**config.mk**
```make
export PLATFORM = sky130hd
export DESIGN_NAME = keyword_occurrence_counter
export DESIGN_NICKNAME = d
export VERILOG_FILES = /design/src/sv/kwc_pkg.sv /design/src/sv/kwc_matcher.sv /design/src/sv/kwc_penalty.sv /design/src/sv/keyword_occurrence_counter.sv
export SDC_FILE = /design/constraint.sdc
export NUM_CORES = 2
export LEC_CHECK = 0
export ABC_AREA = 1
export BUFFER_PORTS_ARGS = -buffer_cell sky130_fd_sc_hd__buf_4
export CAP_MARGIN = 20
export CORE_MARGIN = 10
export CORE_UTILIZATION = 50
export DETAILED_ROUTE_END_ITERATION = 10
export PLACE_DENSITY = 0.76
export SLEW_MARGIN = 20
export SYNTH_ARGS = -nofsm -noshare
export SYNTH_HDL_FRONTEND = slang
export SYNTH_HIERARCHICAL = 1
export SYNTH_SLANG_ARGS = --single-unit
```
**constraint.sdc**
```tcl
create_clock -name clk -period 25.5 [get_ports clk]
set_input_delay 2.55 -clock clk [delete_from_list [all_inputs] [get_ports clk]]
set_output_delay 2.55 -clock clk [all_outputs]
set_load 0.01 [all_outputs]
```
**src/sv/kwc_pkg.sv**
```systemverilog
`timescale 1ns / 1ps
// ----------------------------------------------------------------------------
// kwc_pkg
// Shared types, keyword table and constants for the keyword occurrence counter.
// ----------------------------------------------------------------------------
package kwc_pkg;

    localparam int COUNT_WIDTH_DEF = 16;
    localparam int NUM_KW          = 14;
    localparam int KW_IDX_W        = $clog2(NUM_KW);
    localparam int KW_MAX_LEN      = 9;
    localparam int KW_LEN_W        = $clog2(KW_MAX_LEN + 1);
    localparam int HIST_DEPTH      = KW_MAX_LEN;
    localparam int GAP_W           = 4;
    localparam int BASE_W          = 24;
    localparam int B2_W            = 2 * BASE_W;
    localparam int ROOT_W          = 64;
    localparam int ROOT_STEPS      = ROOT_W / 2;
    localparam int ROOT_CNT_W      = $clog2(ROOT_STEPS);
    localparam int TOTAL_W         = 16;
    localparam int PEN_W           = 32;

    localparam logic [GAP_W-1:0] GAP_MAX   = 4'd15;
    localparam logic [GAP_W-1:0] GAP_RESET = 4'd12;

    localparam logic [KW_LEN_W-1:0] KW_LEN [NUM_KW] = '{
        4'd4, 4'd4, 4'd6, 4'd6, 4'd6, 4'd6, 4'd6,
        4'd6, 4'd9, 4'd2, 4'd2, 4'd4, 4'd4, 4'd2
    };

    // keyword bytes in text order, zero padded
    localparam logic [7:0] KW_BYTES [NUM_KW][KW_MAX_LEN] = '{
        '{8'h66, 8'h75, 8'h63, 8'h6B, 8'h00, 8'h00, 8'h00, 8'h00, 8'h00},
        '{8'h73, 8'h68, 8'h69, 8'h74, 8'h00, 8'h00, 8'h00, 8'h00, 8'h00},
        '{8'h6E, 8'h69, 8'h67, 8'h67, 8'h65, 8'h72, 8'h00, 8'h00, 8'h00},
        '{8'h72, 8'h65, 8'h74, 8'h61, 8'h72, 8'h64, 8'h00, 8'h00, 8'h00},
        '{8'hE5, 8'h9E, 8'h83, 8'hE5, 8'h9C, 8'hBE, 8'h00, 8'h00, 8'h00},
        '{8'hE5, 8'h82, 8'hBB, 8'hE9, 8'h80, 8'hBC, 8'h00, 8'h00, 8'h00},
        '{8'hE6, 8'h93, 8'h8D, 8'hE4, 8'hBD, 8'hA0, 8'h00, 8'h00, 8'h00},
        '{8'hE5, 8'hA6, 8'h88, 8'hE7, 8'h9A, 8'h84, 8'h00, 8'h00, 8'h00},
        '{8'hE6, 8'hAD, 8'hBB, 8'hE5, 8'h85, 8'hA8, 8'hE5, 8'hAE, 8'hB6},
        '{8'h73, 8'h7A, 8'h00, 8'h00, 8'h00, 8'h00, 8'h00, 8'h00, 8'h00},
        '{8'h6C, 8'h7A, 8'h00, 8'h00, 8'h00, 8'h00, 8'h00, 8'h00, 8'h00},
        '{8'h77, 8'h63, 8'h6E, 8'h6D, 8'h00, 8'h00, 8'h00, 8'h00, 8'h00},
        '{8'h6E, 8'h6D, 8'h73, 8'h6C, 8'h00, 8'h00, 8'h00, 8'h00, 8'h00},
        '{8'h73, 8'h62, 8'h00, 8'h00, 8'h00, 8'h00, 8'h00, 8'h00, 8'h00}
    };

    typedef struct packed {
        logic [7:0] text_byte;
        logic       last_byte;
    } kwc_in_t;

    typedef struct packed {
        logic [TOTAL_W-1:0] match_total;
        logic [PEN_W-1:0]   penalty_q8;
    } kwc_out_t;

    typedef enum logic [0:0] {
        M_IDLE,
        M_SCAN
    } kwc_mstate_t;

    typedef enum logic [2:0] {
        P_IDLE,
        P_SQUARE,
        P_MUL_LO,
        P_MUL_HI,
        P_ROOT,
        P_DONE
    } kwc_pstate_t;

    typedef struct packed {
        logic busy;
        logic fin;
    } kwc_mstat_t;

    typedef struct packed {
        logic busy;
        logic done;
    } kwc_pstat_t;

    // j counts back from the newest byte
    function automatic logic [7:0] kw_rev_byte(input logic [KW_IDX_W-1:0] k,
                                               input logic [KW_LEN_W-1:0] j);
        logic [KW_LEN_W-1:0] idx;
        logic [7:0]          b;
        idx = KW_LEN[k] - j - 1'b1;
        b   = 8'h00;
        if (idx < KW_LEN_W'(KW_MAX_LEN))
        begin
            b = KW_BYTES[k][idx];
        end
        return b;
    endfunction

endpackage

```
**src/sv/kwc_matcher.sv**
```systemverilog
`timescale 1ns / 1ps
// ----------------------------------------------------------------------------
// kwc_matcher
// Byte history and keyword scan; one keyword checked per cycle by a shared
// comparator, with per-keyword gap tracking and a saturating running total.
// ----------------------------------------------------------------------------
module kwc_matcher #(
    parameter int COUNT_WIDTH = kwc_pkg::COUNT_WIDTH_DEF
) (
    input  logic                   clk,
    input  logic                   rst_n,
    input  logic                   start,
    input  kwc_pkg::kwc_in_t       beat,
    output kwc_pkg::kwc_mstat_t    stat,
    output logic [COUNT_WIDTH-1:0] total
);
    import kwc_pkg::*;

    localparam logic [COUNT_WIDTH-1:0] COUNT_MAX = '1;
    localparam logic [KW_IDX_W-1:0]    KW_LAST   = KW_IDX_W'(NUM_KW - 1);

    kwc_mstate_t            state_reg, state_next;
    logic [KW_IDX_W-1:0]    kw_reg, kw_next;
    logic                   last_reg, last_next;
    logic [7:0]             hist_reg [HIST_DEPTH];
    logic [7:0]             hist_next [HIST_DEPTH];
    logic [GAP_W-1:0]       gap_reg [NUM_KW];
    logic [GAP_W-1:0]       gap_next [NUM_KW];
    logic [COUNT_WIDTH-1:0] total_reg, total_next;

    logic [GAP_W-1:0]       gap_inc;
    logic                   hit;
    logic                   counted;
    logic [COUNT_WIDTH-1:0] total_inc;
    logic [7:0]             folded;

    assign folded = (beat.text_byte >= 8'h41 && beat.text_byte <= 8'h5A) ?
                    beat.text_byte + 8'h20 : beat.text_byte;

    always_comb
    begin
        hit = 1'b1;
        for (int j = 0; j < HIST_DEPTH; j++)
        begin
            if (KW_LEN_W'(j) < KW_LEN[kw_reg] &&
                hist_reg[j] != kw_rev_byte(kw_reg, KW_LEN_W'(j)))
            begin
                hit = 1'b0;
            end
        end
    end

    assign gap_inc   = (gap_reg[kw_reg] == GAP_MAX) ? GAP_MAX : gap_reg[kw_reg] + 1'b1;
    assign counted   = (state_reg == M_SCAN) && hit &&
                       (GAP_W'(KW_LEN[kw_reg]) <= gap_inc);
    assign total_inc = (total_reg == COUNT_MAX) ? total_reg : total_reg + 1'b1;
    assign total     = counted ? total_inc : total_reg;

    // next state
    always_comb
    begin
        state_next = state_reg;
        unique case (state_reg)
            M_IDLE:
            begin
                if (start)
                begin
                    state_next = M_SCAN;
                end
            end
            M_SCAN:
            begin
                if (kw_reg == KW_LAST)
                begin
                    state_next = M_IDLE;
                end
            end
            default: state_next = M_IDLE;
        endcase
    end

    // outputs
    always_comb
    begin
        stat.busy = (state_reg == M_SCAN);
        stat.fin  = (state_reg == M_SCAN) && (kw_reg == KW_LAST) && last_reg;
    end

    // datapath
    always_comb
    begin
        hist_next  = hist_reg;
        gap_next   = gap_reg;
        total_next = total_reg;
        kw_next    = kw_reg;
        last_next  = last_reg;
        if (state_reg == M_IDLE && start)
        begin
            for (int i = HIST_DEPTH - 1; i > 0; i--)
            begin
                hist_next[i] = hist_reg[i-1];
            end
            hist_next[0] = folded;
            kw_next      = '0;
            last_next    = beat.last_byte;
        end
        else if (state_reg == M_SCAN)
        begin
            gap_next[kw_reg] = counted ? '0 : gap_inc;
            total_next       = total;
            kw_next          = (kw_reg == KW_LAST) ? '0 : kw_reg + 1'b1;
            if (kw_reg == KW_LAST && last_reg)
            begin
                for (int i = 0; i < HIST_DEPTH; i++)
                begin
                    hist_next[i] = 8'h00;
                end
                for (int k = 0; k < NUM_KW; k++)
                begin
                    gap_next[k] = GAP_RESET;
                end
                total_next = '0;
            end
        end
    end

    always_ff @(posedge clk or negedge rst_n)
    begin
        if (!rst_n)
        begin
            state_reg <= M_IDLE;
            kw_reg    <= '0;
            last_reg  <= 1'b0;
            total_reg <= '0;
            for (int i = 0; i < HIST_DEPTH; i++)
            begin
                hist_reg[i] <= 8'h00;
            end
            for (int k = 0; k < NUM_KW; k++)
            begin
                gap_reg[k] <= GAP_RESET;
            end
        end
        else
        begin
            state_reg <= state_next;
            kw_reg    <= kw_next;
            last_reg  <= last_next;
            total_reg <= total_next;
            hist_reg  <= hist_next;
            gap_reg   <= gap_next;
        end
    end

endmodule

```
**src/sv/kwc_penalty.sv**
```systemverilog
`timescale 1ns / 1ps
// ----------------------------------------------------------------------------
// kwc_penalty
// Penalty unit: base^2 * total through one shared multiplier in three passes,
// then a bit-pair integer square root, one step per cycle, with saturation.
// ----------------------------------------------------------------------------
module kwc_penalty #(
    parameter int COUNT_WIDTH = kwc_pkg::COUNT_WIDTH_DEF
) (
    input  logic                        clk,
    input  logic                        rst_n,
    input  logic                        start,
    input  logic [COUNT_WIDTH-1:0]      total,
    input  logic [kwc_pkg::BASE_W-1:0]  base,
    input  logic                        take,
    output kwc_pkg::kwc_pstat_t         stat,
    output logic [COUNT_WIDTH-1:0]      total_out,
    output logic [kwc_pkg::PEN_W-1:0]   penalty
);
    import kwc_pkg::*;

    localparam int MUL_BW = (COUNT_WIDTH > BASE_W) ? COUNT_WIDTH : BASE_W;
    localparam int MUL_PW = BASE_W + MUL_BW;
    localparam int PROD_W = B2_W + COUNT_WIDTH;
    localparam int EXT_W  = (PROD_W > ROOT_W) ? PROD_W : ROOT_W + 1;

    kwc_pstate_t            state_reg, state_next;
    logic [COUNT_WIDTH-1:0] tot_reg, tot_next;
    logic [B2_W-1:0]        b2_reg, b2_next;
    logic [PROD_W-1:0]      acc_reg, acc_next;
    logic [ROOT_W-1:0]      v_reg, v_next;
    logic [ROOT_W-1:0]      r_reg, r_next;
    logic [ROOT_W-1:0]      bit_reg, bit_next;
    logic [ROOT_CNT_W-1:0]  cnt_reg, cnt_next;
    logic                   over_reg, over_next;
    logic [PEN_W-1:0]       pen_reg, pen_next;

    logic [BASE_W-1:0]      mul_a;
    logic [MUL_BW-1:0]      mul_b;
    logic [MUL_PW-1:0]      prod;
    logic [PROD_W-1:0]      acc_sum;
    logic [EXT_W-1:0]       acc_ext;
    logic [ROOT_W-1:0]      trial;
    logic                   fits;

    assign prod    = mul_a * mul_b;
    assign acc_sum = acc_reg + (PROD_W'(prod) << BASE_W);
    assign acc_ext = EXT_W'(acc_sum);
    assign trial   = r_reg + bit_reg;
    assign fits    = v_reg >= trial;

    // next state
    always_comb
    begin
        state_next = state_reg;
        unique case (state_reg)
            P_IDLE:
            begin
                if (start)
                begin
                    state_next = P_SQUARE;
                end
            end
            P_SQUARE: state_next = P_MUL_LO;
            P_MUL_LO: state_next = P_MUL_HI;
            P_MUL_HI: state_next = P_ROOT;
            P_ROOT:
            begin
                if (cnt_reg == ROOT_CNT_W'(ROOT_STEPS - 1))
                begin
                    state_next = P_DONE;
                end
            end
            P_DONE:
            begin
                if (take)
                begin
                    state_next = P_IDLE;
                end
            end
            default: state_next = P_IDLE;
        endcase
    end

    // outputs
    always_comb
    begin
        stat.busy = (state_reg != P_IDLE);
        stat.done = (state_reg == P_DONE);
        total_out = tot_reg;
        penalty   = pen_reg;
    end

    // datapath
    always_comb
    begin
        tot_next  = tot_reg;
        b2_next   = b2_reg;
        acc_next  = acc_reg;
        v_next    = v_reg;
        r_next    = r_reg;
        bit_next  = bit_reg;
        cnt_next  = cnt_reg;
        over_next = over_reg;
        pen_next  = pen_reg;
        mul_a     = b2_reg[BASE_W-1:0];
        mul_b     = MUL_BW'(tot_reg);
        unique case (state_reg)
            P_IDLE:
            begin
                if (start)
                begin
                    tot_next = total;
                end
            end
            P_SQUARE:
            begin
                mul_a   = base;
                mul_b   = MUL_BW'(base);
                b2_next = prod[B2_W-1:0];
            end
            P_MUL_LO:
            begin
                acc_next = PROD_W'(prod);
            end
            P_MUL_HI:
            begin
                mul_a     = b2_reg[B2_W-1:BASE_W];
                v_next    = acc_ext[ROOT_W-1:0];
                over_next = |acc_ext[EXT_W-1:ROOT_W];
                r_next    = '0;
                bit_next  = ROOT_W'(1) << (ROOT_W - 2);
                cnt_next  = '0;
            end
            P_ROOT:
            begin
                if (fits)
                begin
                    v_next = v_reg - trial;
                    r_next = (r_reg >> 1) + bit_reg;
                end
                else
                begin
                    r_next = r_reg >> 1;
                end
                bit_next = bit_reg >> 2;
                cnt_next = cnt_reg + 1'b1;
                pen_next = over_reg ? '1 : r_next[PEN_W-1:0];
            end
            P_DONE:
            begin
            end
            default:
            begin
            end
        endcase
    end

    always_ff @(posedge clk or negedge rst_n)
    begin
        if (!rst_n)
        begin
            state_reg <= P_IDLE;
            cnt_reg   <= '0;
        end
        else
        begin
            state_reg <= state_next;
            cnt_reg   <= cnt_next;
        end
    end

    always_ff @(posedge clk)
    begin
        tot_reg  <= tot_next;
        b2_reg   <= b2_next;
        acc_reg  <= acc_next;
        v_reg    <= v_next;
        r_reg    <= r_next;
        bit_reg  <= bit_next;
        over_reg <= over_next;
        pen_reg  <= pen_next;
    end

endmodule

```
**src/sv/keyword_occurrence_counter.sv**
```systemverilog
`timescale 1ns / 1ps
// ----------------------------------------------------------------------------
// keyword_occurrence_counter
// Counts non-overlapping keyword hits in a byte stream and reports the total
// with a square-root scaled penalty at the end of each transcript.
//
// Channels: in (one transcript byte plus last flag per beat), out (one beat
// per transcript: total and penalty), cfg (base penalty in Q16.8, write-only,
// always ready; write it only while the block is idle).
// Each input beat is accepted, then a single comparator checks one keyword
// per cycle through the whole keyword table; in_ready is low meanwhile.
// A beat marked last adds 3 multiplier passes and a 32-step square root; the
// result is then loaded into the output register once that register is free.
// The output register frees the input side: new bytes are taken while a
// result waits for out_ready. If the next transcript's result is ready first,
// it holds in the penalty unit and in_ready stays low until out_ready.
// Reset clears history, gaps, total, the output register and the base value.
// ----------------------------------------------------------------------------
module keyword_occurrence_counter #(
    parameter int COUNT_WIDTH = kwc_pkg::COUNT_WIDTH_DEF
) (
    input  logic                       clk,
    input  logic                       rst_n,
    input  logic                       in_valid,
    output logic                       in_ready,
    input  kwc_pkg::kwc_in_t           in_data,
    output logic                       out_valid,
    input  logic                       out_ready,
    output kwc_pkg::kwc_out_t          out_data,
    input  logic                       cfg_valid,
    output logic                       cfg_ready,
    input  logic [kwc_pkg::BASE_W-1:0] cfg_data
);
    import kwc_pkg::*;

    kwc_mstat_t             mstat;
    kwc_pstat_t             pstat;
    logic [COUNT_WIDTH-1:0] scan_total;
    logic [COUNT_WIDTH-1:0] pen_total;
    logic [PEN_W-1:0]       pen_value;
    logic                   start;
    logic                   take;

    logic [BASE_W-1:0]      base_reg, base_next;
    logic                   out_valid_reg, out_valid_next;
    kwc_out_t               out_data_reg, out_data_next;

    assign in_ready  = !mstat.busy && !pstat.busy;
    assign start     = in_valid && in_ready;
    assign take      = pstat.done && (!out_valid_reg || out_ready);
    assign cfg_ready = 1'b1;
    assign out_valid = out_valid_reg;
    assign out_data  = out_data_reg;

    kwc_matcher #(
        .COUNT_WIDTH (COUNT_WIDTH)
    ) u_matcher (
        .clk   (clk),
        .rst_n (rst_n),
        .start (start),
        .beat  (in_data),
        .stat  (mstat),
        .total (scan_total)
    );

    kwc_penalty #(
        .COUNT_WIDTH (COUNT_WIDTH)
    ) u_penalty (
        .clk       (clk),
        .rst_n     (rst_n),
        .start     (mstat.fin),
        .total     (scan_total),
        .base      (base_reg),
        .take      (take),
        .stat      (pstat),
        .total_out (pen_total),
        .penalty   (pen_value)
    );

    always_comb
    begin
        base_next      = cfg_valid ? cfg_data : base_reg;
        out_valid_next = out_valid_reg;
        out_data_next  = out_data_reg;
        if (take)
        begin
            out_valid_next            = 1'b1;
            out_data_next.match_total = TOTAL_W'(pen_total);
            out_data_next.penalty_q8  = pen_value;
        end
        else if (out_ready)
        begin
            out_valid_next = 1'b0;
        end
    end

    always_ff @(posedge clk or negedge rst_n)
    begin
        if (!rst_n)
        begin
            base_reg      <= '0;
            out_valid_reg <= 1'b0;
            out_data_reg  <= '0;
        end
        else
        begin
            base_reg      <= base_next;
            out_valid_reg <= out_valid_next;
            out_data_reg  <= out_data_next;
        end
    end

endmodule

```
==> metrics <==
row count 124; port bufs 87; DRC violations left 0; Hold Vio Cnt, Final 0; # Max-Cap Violations 0; crit path max-delay cell type inv_1; total number of vias 53,600; leading cell type in the layout, fill and taps excluded nand2_1; Min-Delay Path Class reg2reg; Core Region about 110,000 sq um; Post-Layout Cell Count 9,337; clock buffer count from CTS 59; Seq/Total Area, Yosys 26.1%; busiest grt layer met2; max reg flops ~70; Worst-Skew Late Latency 670 ps; Layout Skew 39.6 ps; share of cells above drive strength 1 4.82%; number of synthesized register bits between 500 and 600; Setup TNS Final 0 ps; Starting Density 50.3%; mean post-synth cell area 7.36 sq um; Post-CTS Setup Bufs 0; WP data arrival between 10,000 and 15,000 ps; Post-Syn Instances roughly 7,800; GP Congestion around 1.0; Distinct cells, synth 60; Static Leak 30.3 nW; grt met3 use 6.81%; CTS H-tree lvls 2; Final Slew Violations 0; Async SR Flop Fraction around 43%; met2 usage in global routing 47.2%; Worst Setup End Kind register; status complete, no violations; DR WL/cell 22.1 um; leading area contributor after synthesis fa_1; RSZ-0062 raised after global routing no; TritonCTS clock tree done; first-pass GRT wire length between 300,000 and 400,000 um; initial antenna violation count 9; first-pass iteration count of the detailed router 8; dpl cells 9,224; Post-synth EDFFs 304; WL final ~210,000 um; Final setup viols 0; Initial DRC Count 6,726; gr usage total between 30% and 40%; Worst-Margin Slew 1240 ps; CTS hold repair buffers 0; ys flop type edfxtp_1; Clock Path Buffers 3; synth warn 6; Worst EP required 25,920 ps; antenna cells 0; Clock Pin Slew Worst Setup and Hold Paths 70 ps; Fill cells 11,100; peak supply drop approximately 0.063 mV; Die W ~360 um; hpwl dp approximately 170,000 um; minimum clock period 11,020 ps; final antenna-violating net count 0; hold_ws approximately 470 ps; CP startpoint kind register; Area growth syn-to-layout 6.98%; gr ovfl total 0; Power Dens Cells around 65 nW/um^2; DIE HEIGHT 359 um; clk sinks roughly 540; FMAX 0.0907 GHz; Resized Gates After CTS 0; largest net degree at the start of global routing 105; drt via density roughly 5.7; worst stage delay on the critical path 620 ps; post-synth top area share between 10% and 20%; Final period util 43.2%; die area 129,000 sq um; most frequent cells in the layout 2,036 x nand2_1, 1,380 x inv_1, 872 x nor2_1, 484 x fa_1, 449 x nand3_1; vias in the first global route 50,700; largest cells by area after synthesis fa_1 17%, edfxtp_1 16%, nand2_1 13%; post-synthesis instance area between 50,000 and 60,000 sq um; met1 usage a little under half; clk root buf clkbuf_16; Relative slew margins 17.1%; num ports 89; crit path max fanout 18; nets between 8,000 and 9,000; Worst Setup Path Type reg2reg; syn_nets 8,671
==> where the power goes <==
group,switching [mW],total [mW],internal [mW]
sequential,0.142,1.30,1.16
combinational,1.23,1.80,0.567
clock,0.387,0.905,0.518
==> layer usage <==
metal	vias to the layer above	share of wire [%]
li1	24500	-
met3	432	11
met1	25700	42
met5	-	0.013
met4	6	3.9
met2	2900	43
==> cell type report <==
class	count	area, sq um	share of cell area [%]
well taps	1512	1890	3.08
flip-flops and latches	535	14900	24.4
clock buffers	78	1650	2.69
repair buffers	131	1010	1.65
inverters	1409	5290	8.63
multi-input cells	5638	36200	59.0
clock inverters	34	359	0.586
==> synth_stat cells (all sizes together) (21+ instances only) <==
master  instances
o22ai          95
nand4          95
a21o           24
clkbuf        123
nor2          885
fa            484
or2            21
dfrtp         203
nor3           41
xnor2          63
edfxtp        304
nand3         453
o21ai         414
inv          1392
buf            84
nand2        2065
xor2          117
a21oi         368
ha            360
o21bai         28
a31oi          27
dfstp          28
==> worst max-delay path: cells and delay by family (launching register included) <==
| family | cells | cell delay, ps |
|---|---|---|
| flip-flops | 1 | 420 |
| adder cells (fa/ha/maj) | 9 | 4300 |
| AND/OR/NAND/NOR | 13 | 2570 |
| XOR/XNOR | 1 | 270 |
| buffers and inverters | 9 | 1760 |
| AO/OA/AOI/OAI | 8 | 1430 |
==> path summary, 6_finish.rpt <==
path                                              from                      to  slack (ps)  cells after the start
worst max-delay path            u_penalty/state_reg[0]     u_penalty/v_reg[56]       14480                     40
worst min-delay path              u_matcher/gap_reg[6]    u_matcher/gap_reg[6]         470                      2
worst max register to register  u_penalty/state_reg[0]     u_penalty/v_reg[56]       14480                     40
worst min register to register    u_matcher/gap_reg[6]    u_matcher/gap_reg[6]         470                      2
max in group asynchronous                        rst_n            out_data[38]       21390                      3
min in group asynchronous                        rst_n  u_matcher/hist_reg[53]        1920                      1
==> stage by stage <==
stage               cell area [sq um]  power (mW)  setup WS (ps)  util [%]
finish                          61300        4.01          14480      53.8
global route                    61300        4.24          13960      53.8
detailed placement              59300        3.05          14700      52.0
global placement                59300        3.02          14830      52.0
floorplan                       57300        2.51          16850         -
CTS                             61300        3.96          14670      53.8
==> logic make-up after synthesis <==
group                      after synthesis  synth area share [%]
adders and majority gates              844                  24.8
xor gates and xnor gates               180                  2.75
AOI/OAI and AO/OA                     1007                  9.81
and+or+nand+nor                       3604                  25.7
buffers and inverters                 1616                  10.9
other                                    1               0.00654
DFF                                    535                  26.1
muxes                                    2                0.0393
No activity file was read; power rests on OpenSTA's default activity.
